==> config.mk <==
export PLATFORM = sky130hd
export DESIGN_NAME = pn3_perm_ram
export DESIGN_NICKNAME = d
export VERILOG_FILES = /design/src/hdl/perlin_noise_3d_octaves_assert.svh /design/src/hdl/pn3_pkg.sv /design/src/hdl/pn3_perm_ram.sv
export SDC_FILE = /design/constraint.sdc
export NUM_CORES = 2
export LEC_CHECK = 0
export BUFFER_PORTS_ARGS = -buffer_cell sky130_fd_sc_hd__buf_2
export CAP_MARGIN = 20
export CORE_MARGIN = 8
export CORE_UTILIZATION = 60
export CTS_BUF_LIST = sky130_fd_sc_hd__clkbuf_4 sky130_fd_sc_hd__clkbuf_8
export DETAILED_ROUTE_END_ITERATION = 6
export GPL_ROUTABILITY_DRIVEN = 1
export PLACE_DENSITY_LB_ADDON = 0.3
export REMOVE_ABC_BUFFERS = 1
export SYNTH_ARGS = -nofsm -noshare
export SYNTH_HDL_FRONTEND = slang
export SYNTH_SLANG_ARGS = --single-unit
==> constraint.sdc <==
create_clock -name clock -period 2.4 [get_ports clock]
set_input_delay 0.24 -clock clock [delete_from_list [all_inputs] [get_ports clock]]
set_output_delay 0.24 -clock clock [all_outputs]
set_load 0.02 [all_outputs]
==> src/hdl/perlin_noise_3d_octaves_assert.svh <==
// ----------------------------------------------------------------------------
// perlin noise assertion macros
// shared property forms for the noise block checks
// ----------------------------------------------------------------------------
`ifndef PERLIN_NOISE_3D_OCTAVES_ASSERT_SVH
`define PERLIN_NOISE_3D_OCTAVES_ASSERT_SVH

// same-cycle implication
`define PN3_ASSERT_NOW(label, clk, rst, ante, cons, msg) \
   label: assert property (@(posedge clk) disable iff (rst) (ante) |-> (cons)) else $error(msg);

// next-cycle implication
`define PN3_ASSERT_NEXT(label, clk, rst, ante, cons, msg) \
   label: assert property (@(posedge clk) disable iff (rst) (ante) |=> (cons)) else $error(msg);

`endif

==> src/hdl/pn3_pkg.sv <==
// ----------------------------------------------------------------------------
// pn3_pkg
// shared constants, types and helpers of the 3d gradient noise block
// ----------------------------------------------------------------------------
package pn3_pkg;

   localparam int FRAC_BITS   = 16;
   localparam int TABLE_DEPTH = 256;
   localparam int MAX_OCTAVES = 8;

   localparam int IDX_W   = $clog2(TABLE_DEPTH);
   localparam int ENTRY_W = 8;
   localparam int COORD_W = 24;
   localparam int LV_W    = FRAC_BITS + 3;
   localparam int FADE_W  = FRAC_BITS + 1;
   localparam int OUT_W   = FRAC_BITS + 3;
   localparam int SUM_W   = FRAC_BITS + 6;
   localparam int CFG_W   = 4;
   localparam int OCT_W   = (MAX_OCTAVES > 1) ? $clog2(MAX_OCTAVES) : 1;
   localparam int CNT_W   = 4;
   localparam int ONE     = 1 << FRAC_BITS;

   localparam int REQ_DATA_W = 2 * ENTRY_W + 3 * COORD_W;
   localparam int RSP_DATA_W = ((OUT_W + 7) / 8) * 8;
   localparam int CSR_ADDR_W = 3;
   localparam int CSR_DATA_W = 32;

   // request kinds
   localparam logic REQ_LOAD = 1'b0;
   localparam logic REQ_EVAL = 1'b1;

   // register word index
   localparam logic CSR_OCTAVE_COUNT = 1'b0;

   // sequencer step marks
   localparam logic [CNT_W-1:0] HASH_LAST   = 4'd14;
   localparam logic [CNT_W-1:0] GRAD_FIRST  = 4'd7;
   localparam logic [CNT_W-1:0] LERP_U_LAST = 4'd3;
   localparam logic [CNT_W-1:0] LERP_V_LAST = 4'd5;
   localparam logic [CNT_W-1:0] LERP_LAST   = 4'd6;

   typedef enum logic [2:0] {
      ST_IDLE,
      ST_HASH,
      ST_LERP,
      ST_ACC,
      ST_OUT
   } state_type;

   typedef struct packed {
      logic               en;
      logic [IDX_W-1:0]   addr;
      logic [ENTRY_W-1:0] data;
   } perm_wr_type;

   // 12-direction gradient dot product
   function automatic logic signed [LV_W-1:0] grad_fx(
      input logic [3:0]             h,
      input logic signed [LV_W-1:0] x,
      input logic signed [LV_W-1:0] y,
      input logic signed [LV_W-1:0] z
   );
      logic signed [LV_W-1:0] u;
      logic signed [LV_W-1:0] v;
      u = (h < 4'd8) ? x : y;
      v = (h < 4'd4) ? y : ((h == 4'd12 || h == 4'd14) ? x : z);
      return (h[0] ? -u : u) + (h[1] ? -v : v);
   endfunction

endpackage

==> src/hdl/pn3_perm_ram.sv <==
// ----------------------------------------------------------------------------
// pn3_perm_ram
// permutation table, one write port and one registered read port
// ----------------------------------------------------------------------------
module pn3_perm_ram
   import pn3_pkg::*;
(
   input  logic               clock,
   input  perm_wr_type        wr,
   input  logic [IDX_W-1:0]   rd_addr,
   output logic [ENTRY_W-1:0] rd_data
);

   logic [ENTRY_W-1:0] mem [TABLE_DEPTH];
   logic [ENTRY_W-1:0] rd_data_ff;

   // write and registered read
   always_ff @(posedge clock) begin
      if (wr.en) begin
         mem[wr.addr] <= wr.data;
      end
      rd_data_ff <= mem[rd_addr];
   end

   assign rd_data = rd_data_ff;

endmodule

**Word level (Yosys, flattened, before mapping)**

Memory sizes are Yosys's and may differ from the RTL's. A register that Yosys moved wholly into a read port is not among the register bits.
Cells that the tools add are included.

- Mux-type cells: 2

Operator list:

| operator | number |
|---|---|
| 2-to-1 mux 1 bit | 2 |

- Register bits after elaboration: 0
- Bits in writable memories: 2048
- Input bits: 26
- Output and inout port bits: 8
- Logic and storage cells: 3
- Memories kept: 1

Memories:

| name | words | bits a word | rd ports | clocked after memory_dff | write ports | line | text |
|---|---|---|---|---|---|---|---|
| mem | 256 | 8 | 1 | 1 | 1 | pn3_perm_ram.sv:14 | `logic [ENTRY_W-1:0] mem [TABLE_DEPTH];` |

**Logic depth before layout (Yosys ltp)**

- Word-level depth: 2
- Mapped depth: 11
- Mapped depth without buffers: 6

**Least setup slack after synthesis**

No wires, ideal clock.

- Kind: input-to-reg
- Start: input port rd_addr[0]
- End: register rd_data_ff[2], in the netlist rd_data[2], read port of mem
- Library setup time: 131 ps
- Data arrival time: 2047 ps
- Required time: 2269 ps
- Setup slack: 222 ps
- Cell stages on the path: 9
- Buffers on the path: 4
- Path through: buf_6 buf_12 buf_8 buf_2 mux4_2 a22oi_1 a21oi_1 nor4_1 nor4_2

RTL lines:

| element | line | text |
|---|---|---|
| start, declared | pn3_perm_ram.sv:10 | `input logic [IDX_W-1:0] rd_addr,` |
| end, declared | pn3_perm_ram.sv:15 | `logic [ENTRY_W-1:0] rd_data_ff;` |

==> impl_results.md <==
* DIE AREA at about 0.14 mm^2
* Top cell type's share of synthesized area at 77.3%
* # DRC at 0
* Worst path max stage delay at 0.87 ns
* Final setup viols at 1
* Commonest cells in the synthesized netlist: edfxtp_1 (2048), mux4_2 (454), nor2_1 (282)
* Worst path cell trace: mux4_2, a22oi_1, a21oi_1, nor4_1, nor4_2
* Htree depth at 5
* Routability congestion estimate from global placement at just over 0.9
* Final cell count without fillers at about 6500
* Tcrit/Tclk final at 102%
* Design Power at slightly above 70000 uW
* Total power per unit cell area at between 700 and 800 mW/mm^2
* Post-DR wirelength/cell at approximately 30 um
* Initial Utilization at between 60 and 70%
* Cell leakage power at between 0.03 and 0.04 uW
* Crit Path Max Fanout at 1
* Die width at roughly 380 um
* Root Driver: clkbuf_8
* Max Slew Vio Count at 0
* Post-layout nets at around 4600
* Top cells by area, synth: edfxtp_1 (77%), mux4_2 (13%), mux2i_1 (1.7%), nor2_1 (1.3%), a22oi_1 (1.3%)
* Synth Cell Area at around 0.08 mm^2
* Launch point of the worst path: mem[11][2]
* Placed instance area at just under 0.09 mm^2
* CORE AREA at between 0.1 and 0.15 mm^2
* #FFs+latches synth at about 2100
* Crit end category: flip-flop
* Peak Freq at between 400 and 500 MHz
* Vias per cell at between 6 and 7
* Reg2reg setup slack at -0.04 ns
* Critical path required time at around 3.3 ns
* HP Class: input port to flip-flop
* Final ANT Viol Nets at 0
* Critical R2R Capture: rd_data[2]
* Worst-path clk slew at 0.06 ns
* Reg2Reg Depth at 5
* Post-synthesis sequential area ratio at roughly 78%
* Placed Cells at 5961
* Slowest cell on crit path: nor4_1
* Final worst slack at -0.0448 ns
* Global route overflow at 0
* Outcome: finished with violations
* Setup TNS at -0.0448 ns
* Post-synth EDFFs at approximately 2000
* Initial antenna violation count at 10
* DP Wirelength at approximately 130000 um
* Synth Warn # at 0
* Die height at 380 um
* Ys flop type: edfxtp_1
* Vias at 42269
* DRT iter0 DRCs at 5400
* Clock tree sinks at about 2100
* IO Port Bufs at 33
* DR pass1 iterations at 6
* GR Util All Layers at 27.0%
* Fin area at between 0.09 and 0.1 mm^2
* Bufs on Longest Clock Path at 4
* CP Launch Type: flip-flop
* Failing checks: setup timing
* Global-route wire length before repair at between 200000 and 300000 um
* Type of the worst setup path: flip-flop to flip-flop
* Yosys cell types at 55
* Hold Violations, Final at 0
* WL final at around 200000 um
* Share of post-route cells with drive strength above 1 at between 30% and 40%
* Crit path DAT at 3.31 ns
* Max Cap Viol at 0
* Number of core rows at 133
* Largest net degree at the start of global routing at between 80 and 90
* Final Util at between 70% and 80%
* Count leader, synth: edfxtp_1
* R2r startpoint: mem[11][2]
* Fin crit period at 2.44 ns
* Yosys top cell by area: edfxtp_1
* CTS tree: built
* FFs w/ async S/R, synth at 0%
* Peak supply drop at 0.609 mV
* Clk_skew at 0.0972 ns
* Vias in the first global route at 43157
* Total CTS buffers at 328
* Slew @ Worst Pin at ~1.0 ns
* Cells after Synth at about 3700
* RSZ-0062 raised after global routing: no
* Max-slew headroom at around 33%
* Critical path endpoint: rd_data[2]
* Clk_lat worst skew at between 1 and 1.5 ns
* I/O pin total at 34
* Syn avg cell area at 21.3 um^2
* P&R area growth vs syn at 16.7%
==> cell usage in the layout, fill, tap and decap left out, types with 23 or more instances in the layout <==
cell / instances
nand2_1: 33
edfxtp_1: 2048
mux2i_1: 134
nor2b_1: 27
nor2_1: 279
o221ai_1: 46
clkinv_2: 34
clkbuf_4: 97
nand3_1: 34
a22oi_1: 133
buf_12: 75
buf_4: 597
o22ai_1: 28
buf_2: 23
clkbuf_8: 338
clkinv_1: 70
a21oi_1: 96
mux4_2: 454
==> cells by family after synthesis <==
| group | Yosys count | share of synthesized area (%) |
|---|---|---|
| buf+inv | 235 | 1.83 |
| compound gates | 385 | 3.42 |
| flops | 2056 | 77.5 |
| mux | 591 | 14.6 |
| simple gates | 466 | 2.63 |
==> where the power goes <==
group	leakage [uW]	total, uW	internal [uW]	switching [uW]
combinational	0.00880	4120	1660	2460
clock	0.00315	27800	14900	12900
sequential	0.0185	39700	39600	68.1
total	0.0304	71500	56100	15400
==> per-layer routing <==
| metal | global-route usage [%] | up-vias | share of wire (%) |
|---|---|---|---|
| li1 | - | 17357 | - |
| met1 | 36.5 | 21674 | 37 |
| met2 | 42.8 | 2750 | 48 |
| met3 | 6.93 | 486 | 11 |
| met4 | 10.5 | 2 | 4.1 |
| met5 | 0 | - | 0.0066 |
==> metrics by stage <==
stage          hold slack [ns]  worst slack, ns
3_5_place_dp             0.703            -1.09
2_1_floorplan            0.339           -0.248
4_1_cts                0.00458          -0.0107
3_3_place_gp             0.684            -1.47
6_report                 0.113          -0.0448
5_1_grt                 0.0752          0.00547
==> worst max-delay path, delay by kind of cell, from the launching register on <==
family | cells | cell delay, ns
compound gates | 2 | 0.47
simple gates | 2 | 0.92
mux | 1 | 0.53
flops | 1 | 0.39
==> worst min path at each step <==
stage | to | slack (ns) | depth (start not counted) | startpoint
after global placement | mem[142][4] | 0.68 | 1 | wr[4]
after detailed placement | mem[142][4] | 0.70 | 1 | wr[4]
after floorplan | mem[0][0] | 0.34 | 0 | wr[0]
after CTS | mem[213][3] | 0.005 | 4 | wr[14]
after global routing | mem[198][1] | 0.08 | 5 | wr[14]
final | mem[249][3] | 0.11 | 4 | wr[13]
==> repair_timing <==
action / CTS / global route
hold buffers: 17 / 0
hold endpoints to repair: 1328 / 0
buffers inserted: 0 / 0
endpoints found under the setup margin: 6 / 7
gates resized for setup: 13 / 8
pin swaps: 1 / 4
==> sequential cells by signal, indices dropped and copies added (netlist names) <==
register,cells
mem,2048
rd_data,8
==> cell type report <==
class	count	area (um^2)
diodes	9	22.5
clock buffers	427	5270
clock inverters	118	679
fillers	7618	38600
inverters	2	7.51
multi-input cells	1442	16600
flip-flops and latches	2056	61700
well taps	1755	2200
repair buffers	722	6410
No activity file was read; power rests on OpenSTA's default activity.
