==> config.mk <==
export PLATFORM = sky130hd
export DESIGN_NAME = pn3_fade
export DESIGN_NICKNAME = d
export VERILOG_FILES = /design/src/hdl/perlin_noise_3d_octaves_assert.svh /design/src/hdl/pn3_pkg.sv /design/src/hdl/pn3_fade.sv
export SDC_FILE = /design/constraint.sdc
export NUM_CORES = 2
export LEC_CHECK = 0
export ABC_AREA = 0
export BUFFER_PORTS_ARGS = -buffer_cell sky130_fd_sc_hd__buf_2
export CELL_PAD_IN_SITES_DETAIL_PLACEMENT = 0
export CELL_PAD_IN_SITES_GLOBAL_PLACEMENT = 1
export CORE_MARGIN = 4
export CORE_UTILIZATION = 57
export CTS_CLUSTER_DIAMETER = 80
export DETAILED_ROUTE_END_ITERATION = 8
export PLACE_DENSITY = 0.92
export SLEW_MARGIN = 20
export SYNTH_ARGS = -nofsm -noshare
export SYNTH_HDL_FRONTEND = slang
export SYNTH_SLANG_ARGS = --single-unit
==> constraint.sdc <==
create_clock -name clock -period 14.15 [get_ports clock]
set_input_delay 1.415 -clock clock [delete_from_list [all_inputs] [get_ports clock]]
set_output_delay 1.415 -clock clock [all_outputs]
set_load 0.1 [all_outputs]
==> src/hdl/perlin_noise_3d_octaves_assert.svh <==
// ----------------------------------------------------------------------------
// perlin noise assertion macros
// shared property forms for the noise block checks
// ----------------------------------------------------------------------------
`ifndef PERLIN_NOISE_3D_OCTAVES_ASSERT_SVH
`define PERLIN_NOISE_3D_OCTAVES_ASSERT_SVH

// same-cycle implication
`define PN3_ASSERT_NOW(label, clk, rst, ante, cons, msg) \
   label: assert property (@(posedge clk) disable iff (rst) (ante) |-> (cons)) else $error(msg);

// next-cycle implication
`define PN3_ASSERT_NEXT(label, clk, rst, ante, cons, msg) \
   label: assert property (@(posedge clk) disable iff (rst) (ante) |=> (cons)) else $error(msg);

`endif

==> src/hdl/pn3_pkg.sv <==
// ----------------------------------------------------------------------------
// pn3_pkg
// shared constants, types and helpers of the 3d gradient noise block
// ----------------------------------------------------------------------------
package pn3_pkg;

   localparam int FRAC_BITS   = 16;
   localparam int TABLE_DEPTH = 256;
   localparam int MAX_OCTAVES = 8;

   localparam int IDX_W   = $clog2(TABLE_DEPTH);
   localparam int ENTRY_W = 8;
   localparam int COORD_W = 24;
   localparam int LV_W    = FRAC_BITS + 3;
   localparam int FADE_W  = FRAC_BITS + 1;
   localparam int OUT_W   = FRAC_BITS + 3;
   localparam int SUM_W   = FRAC_BITS + 6;
   localparam int CFG_W   = 4;
   localparam int OCT_W   = (MAX_OCTAVES > 1) ? $clog2(MAX_OCTAVES) : 1;
   localparam int CNT_W   = 4;
   localparam int ONE     = 1 << FRAC_BITS;

   localparam int REQ_DATA_W = 2 * ENTRY_W + 3 * COORD_W;
   localparam int RSP_DATA_W = ((OUT_W + 7) / 8) * 8;
   localparam int CSR_ADDR_W = 3;
   localparam int CSR_DATA_W = 32;

   // request kinds
   localparam logic REQ_LOAD = 1'b0;
   localparam logic REQ_EVAL = 1'b1;

   // register word index
   localparam logic CSR_OCTAVE_COUNT = 1'b0;

   // sequencer step marks
   localparam logic [CNT_W-1:0] HASH_LAST   = 4'd14;
   localparam logic [CNT_W-1:0] GRAD_FIRST  = 4'd7;
   localparam logic [CNT_W-1:0] LERP_U_LAST = 4'd3;
   localparam logic [CNT_W-1:0] LERP_V_LAST = 4'd5;
   localparam logic [CNT_W-1:0] LERP_LAST   = 4'd6;

   typedef enum logic [2:0] {
      ST_IDLE,
      ST_HASH,
      ST_LERP,
      ST_ACC,
      ST_OUT
   } state_type;

   typedef struct packed {
      logic               en;
      logic [IDX_W-1:0]   addr;
      logic [ENTRY_W-1:0] data;
   } perm_wr_type;

   // 12-direction gradient dot product
   function automatic logic signed [LV_W-1:0] grad_fx(
      input logic [3:0]             h,
      input logic signed [LV_W-1:0] x,
      input logic signed [LV_W-1:0] y,
      input logic signed [LV_W-1:0] z
   );
      logic signed [LV_W-1:0] u;
      logic signed [LV_W-1:0] v;
      u = (h < 4'd8) ? x : y;
      v = (h < 4'd4) ? y : ((h == 4'd12 || h == 4'd14) ? x : z);
      return (h[0] ? -u : u) + (h[1] ? -v : v);
   endfunction

endpackage

==> src/hdl/pn3_fade.sv <==
// ----------------------------------------------------------------------------
// pn3_fade
// three-stage fade curve 6t^5 - 15t^4 + 10t^3 in fixed point
// ----------------------------------------------------------------------------
module pn3_fade
   import pn3_pkg::*;
(
   input  logic                 clock,
   input  logic [FRAC_BITS-1:0] t,
   output logic [FADE_W-1:0]    fade
);

   localparam int Q_W = FRAC_BITS + 4;
   localparam int P_W = FRAC_BITS + Q_W;
   localparam int S_W = 2 * FRAC_BITS;

   logic [Q_W-1:0]       mul_in;
   logic [P_W-1:0]       q_prod;
   logic [S_W-1:0]       c_prod;
   logic [S_W-1:0]       d_prod;
   logic [P_W-1:0]       f_prod;
   logic [Q_W-1:0]       b_in;
   logic [Q_W-1:0]       q_ff;
   logic [FRAC_BITS-1:0] c_ff;
   logic [FRAC_BITS-1:0] t_ff;
   logic [Q_W-1:0]       b_ff;
   logic [FRAC_BITS-1:0] d_ff;
   logic [FADE_W-1:0]    fade_ff;

   // stage one: t*(15-6t) and t*t
   assign mul_in = Q_W'(15 * ONE) - (Q_W'(t) * Q_W'(6));
   assign q_prod = P_W'(t) * P_W'(mul_in);
   assign c_prod = S_W'(t) * S_W'(t);

   // stage two: 10 - q and t^3
   assign b_in   = Q_W'(10 * ONE) - q_ff;
   assign d_prod = S_W'(c_ff) * S_W'(t_ff);

   // stage three: final product
   assign f_prod = P_W'(d_ff) * P_W'(b_ff);

   always_ff @(posedge clock) begin
      q_ff    <= q_prod[FRAC_BITS +: Q_W];
      c_ff    <= c_prod[FRAC_BITS +: FRAC_BITS];
      t_ff    <= t;
      b_ff    <= b_in;
      d_ff    <= d_prod[FRAC_BITS +: FRAC_BITS];
      fade_ff <= f_prod[FRAC_BITS +: FADE_W];
   end

   assign fade = fade_ff;

endmodule

======== After elaboration in Yosys (flattened, before gate mapping) ========
Index checks and enable logic that the tools add are counted.
word-level totals
  register bits ........................... 105
  bits in latches ......................... 0
  memory bits (writable) .................. 0
  bits in read-only memories .............. 0
  output and inout bits ................... 17
  memories ................................ 0
operators by class
  $add $sub $neg .......................... 2
  multipliers ............................. 5
  divide/modulo/power cells ............... 0
  order comparisons ....................... 0
  equality and inequality tests ........... 0
  shift-type cells ........................ 0
  muxes and demuxes ....................... 0
  bitwise gates (word level) .............. 0
  reductions and logical operators ........ 0
operators by type and width
  cell                                                                   count
  16-bit by 16-bit multiplier with 32-bit output                         2
  16-bit by 20-bit multiplier with 36-bit output                         1
  16-bit by 20-bit multiplier with 33-bit output                         1
  20-bit by 19-bit subtractor with 20-bit output (first input constant)  1
  20-bit subtractor (first input constant)                               1
  16-bit by 2-bit multiplier with 18-bit output (second input constant)  1

======== Depth between registers and ports, before layout ========
  depth after elaboration ................. 3
  depth in mapped cells ................... 34
  gate-level depth less buffers ........... 33

======== Worst setup path after synthesis ========
OpenSTA, ideal clock, no wires.
  path type ............................... input to register
  start point ............................. in t[0]
  end point ............................... reg q_ff[14]
  library setup time ...................... 0.072 ns
  arrival time ............................ 9.411 ns
  setup slack ............................. 4.667 ns
  stages .................................. 33
  cell sequence ........................... ha_1 -> fa_1 -> a21o_1 -> and4b_1 -> or3_4 -> and3_1 -> or3b_4 -> nor2b_2 -> a41o_1 -> o32a_2 -> o221a_4 -> buf_6 -> nand2_1 -> fa_1 -> fa_1 -> inv_1 -> fa_1 -> fa_1 -> fa_1 -> inv_1 -> fa_1 -> inv_1 -> ha_1 -> a21o_1 -> a21o_1 -> a21oi_1 -> o21ai_1 -> a221oi_1 -> a2111oi_0 -> o21ai_0 -> nand2b_1 -> a21oi_1 -> xnor2_1
between the ends
  longest elaborated chain between the ends .. 3
RTL lines
  item                                              RTL line        text
  start: declaration                                pn3_fade.sv:9   input logic [FRAC_BITS-1:0] t,
  16-bit by 2-bit multiplier with 18-bit output     pn3_fade.sv:31  assign mul_in = Q_W'(15 * ONE) - (Q_W'(t) * Q_W'(6));
  20-bit by 19-bit subtractor with 20-bit output    pn3_fade.sv:31
  16-bit by 20-bit multiplier with 36-bit output *  pn3_fade.sv:32  assign q_prod = P_W'(t) * P_W'(mul_in);
  via q_prod[30]                                    pn3_fade.sv:18  logic [P_W-1:0] q_prod;
  end signal: assignment                            pn3_fade.sv:43  q_ff <= q_prod[FRAC_BITS +: Q_W];
  end: declaration                                  pn3_fade.sv:23  logic [Q_W-1:0] q_ff;
The timed path passes the listed nets; every way through them passes the cells marked *.

======== Final worst setup path ========
  start point ............................. in t[4]
  end point ............................... reg q_ff[6]
Same word-level chain as after synthesis.

==> out/results.md <==
Status
• **run status** finished, final reports clean

Finish
• **footprint of the flip-flops and latches** 0.002102 sq mm
• **fraction of final layout cells sized beyond drive strength 1** 0.02523
• **most frequent cells in the layout** sky130_fd_sc_hd__inv_1, sky130_fd_sc_hd__fa_1, sky130_fd_sc_hd__nand2_1
• **layout net count** 5272
• **Area Growth Syn to Fin** 3.174%
• **most frequent standard cell in the layout excluding fill and tap cells** sky130_fd_sc_hd__inv_1
• **combined area of the multi-input logic cells** 0.03035 sq mm
• **antenna cells** 0
• **number of filler cells placed in the layout** 5533

Clock network
• **Root Driver** sky130_fd_sc_hd__clkbuf_16
• **cts bufs inserted** 9
• **number of instances resized during post-cts repair** 0
• **post-CTS setup-driven buffer insertion count** 0
• **maximum buffer depth of the clock tree** 2
• **CTS H-tree lvls** 3
• **TritonCTS clock tree** yes
• **number of sinks handled by clock tree synthesis** 105
• **clock latency at the later pin of the worst-skew pair** 0.38 ns
• **cts-stage hold buffer count** 0
• **clock-pin slew reported for the worst setup and hold paths after clock tree synthesis** 0.07 ns

Placement
• **detailed placement HPWL** 66.10 mm
• **worst setup slack before clock tree synthesis** 3.041 ns
• **gpl congestion** 0.8936
• **number of buffer cells added on primary ports** 33

Worst setup path
• **largest stage delay on the critical path** 0.62 ns
• **Arr. time, crit path** 11.12 ns
• **slowest library cell on the worst path** sky130_fd_sc_hd__a2111oi_0
• **launch point of the worst reg-to-reg path** d_ff[4]
• **crit-path max FO** 27
• **first element of the critical path** t[4]
• **worst r2r path cells** 21
• **sort of element at the start of the critical path** input pin
• **FF-to-FF setup slack** 7.05 ns
• **critical path class** in2reg
• **type of element capturing the critical path** flop
• **most prevalent standard cell on the critical path** sky130_fd_sc_hd__fa_1
• **data required time of the worst path** 14.46 ns

Min path
• **Hold Path Stages** 0
• **Worst Hold Launch** q_ff[0]
• **Min-Delay Path Class** reg2reg

Synthesis
• **Post-synth top flop** sky130_fd_sc_hd__dfxtp_1
• **cell area after synthesis** 0.03686 sq mm
• **proportion of synthesized chip area in sequential cells** 0.05703
• **unique cell type count in the Yosys netlist** 75
• **synthesis-stage register bit count** 105
• **Synthesis Warnings** 0
• **average size of a mapped cell** 9.044 sq um
• **EDFF count, synth** 0
• **Synth Net Count** 5349
• **post-synthesis async set-or-reset flop share** 0
• **synthesized netlist cell count** 4075

Flow run
• **number of violations of the max-capacitance limit** 0

Drt
• **TritonRoute pass-1 iters** 6
• **vias per cell** 5.341
• **detailed-route wire length** 81.33 mm
• **post-detailed-route count of antenna-violating nets** 0
• **violation count after the first detailed-route iteration** 1489
• **via count** 25900
• **Remaining DRCs** 0
• **routed length per placed instance** 16.77 um

Floorplan
• **cell row count** 92
• **overall die area** 0.06879 sq mm
• **effective utilization at floorplan** 0.5800
• **vertical extent of the die** 262.3 um
• **Core Area** 0.06354 sq mm
• **Top-Level Pins** 34
• **Chip Width** 262.3 um

Global route
• **maximum number of pins on one net before global-route repair** 44
• **grt total ovfl** 0
• **initial antenna violation count** 0
• **wire length of the first global-routing pass** 142.6 mm
• **global-route total usage across every layer** 0.2516
• **vias in the first global route** 28660

STA
• **Final Hold Slack** 0.3947 ns
• **Final Cycle Share** 0.7643
• **final hold violations** 0
• **setup violation total in the final timing report** 0
• **final worst slack** 3.336 ns
• **worst slew pin tran** 0.9841 ns
• **final slew viol count** 0
• **shortest period the worst path allows** 10.81 ns
• **Post-Route Setup TNS** 0 ns
• **setup repair after global routing missed its margin** no
• **Max-Slew Margin vs Limit** 0.3407
• **clock tree skew after final layout** 0.01209 ns
• **maximum achievable frequency** 92.47 MHz

[flip-flops by register name (all words and copies together), names as in the netlist]
| register | cells |
|---|---|
| fade | 17 |
| q_ff | 20 |
| c_ff | 16 |
| b_ff | 20 |
| t_ff | 16 |
| d_ff | 16 |
[layout make-up]
class | instances | share of cell area
multi-input cells | 2796 | 0.7982
repair buffers | 62 | 0.01007
clock buffers | 9 | 0.005923
clock inverters | 7 | 0.001579
inverters | 1024 | 0.1011
well taps | 846 | 0.02784
flip-flops and latches | 105 | 0.05528
[per-stage QoR]
| stage | util | cells | instance area (sq um) |
|---|---|---|---|
| final | 0.5984 | 4849 | 38030 |
| after global routing | 0.5984 | 4849 | 38030 |
| after CTS | 0.5984 | 4849 | 38030 |
| after detailed placement | 0.5939 | 4833 | 37740 |
| after global placement | 0.5939 | 4833 | 37740 |
| after floorplan | - | 4075 | 36860 |
[cells by family after synthesis]
family,synth area share
adders and majority gates,0.5978
muxes,0.0003055
DFF,0.05703
buffers and inverters,0.1200
xor gates and xnor gates,0.02896
AOI/OAI and AO/OA,0.04115
and+or+nand+nor,0.1547
[routing by layer]
layer	global-route usage	part of all wire
met4	0.05844	0.023
met5	0	0
met1	0.3418	0.43
met3	0.02877	0.057
met2	0.4376	0.49
[synthesized netlist by cell type (all sizes together), types with 5 or more instances]
library cell,instances,area [sq um]
or2,6,37.54
a21o,26,195.2
or3,8,60.06
buf,9,50.04
dfxtp,105,2102
clkbuf,141,529.3
and3,7,43.79
o21ai,37,185.2
and2,343,2146
nand2b,26,162.7
a21oi,56,280.3
inv,1022,3836
nand2,604,2267
xnor2,90,795.8
nor4,6,37.54
xor2,31,271.5
fa,840,16820
nand4,10,62.56
nor2b,21,133.9
a2111oi,5,62.56
ha,417,5218
a211oi,12,95.09
o211ai,9,67.56
nor2,108,405.4
o21a,21,157.7
nand3,14,70.07
nor3,32,160.2
[worst max-delay path: cells and delay by family]
kind	cells	cell delay [ns]
XOR/XNOR	2	0.34
AND/OR/NAND/NOR	9	1.69
adder cells (fa/ha/maj)	8	3.85
AO/OA/AOI/OAI	7	2.74
buffers and inverters	3	1.08
[path summary, 6_finish.rpt]
check / endpoint
max reg2reg: fade[16]
max: q_ff[6]
min: b_ff[0]
min reg2reg: b_ff[0]
Power is not shown: default switching activity piles up to over one toggle a cycle in this logic, so the estimate is an artifact.
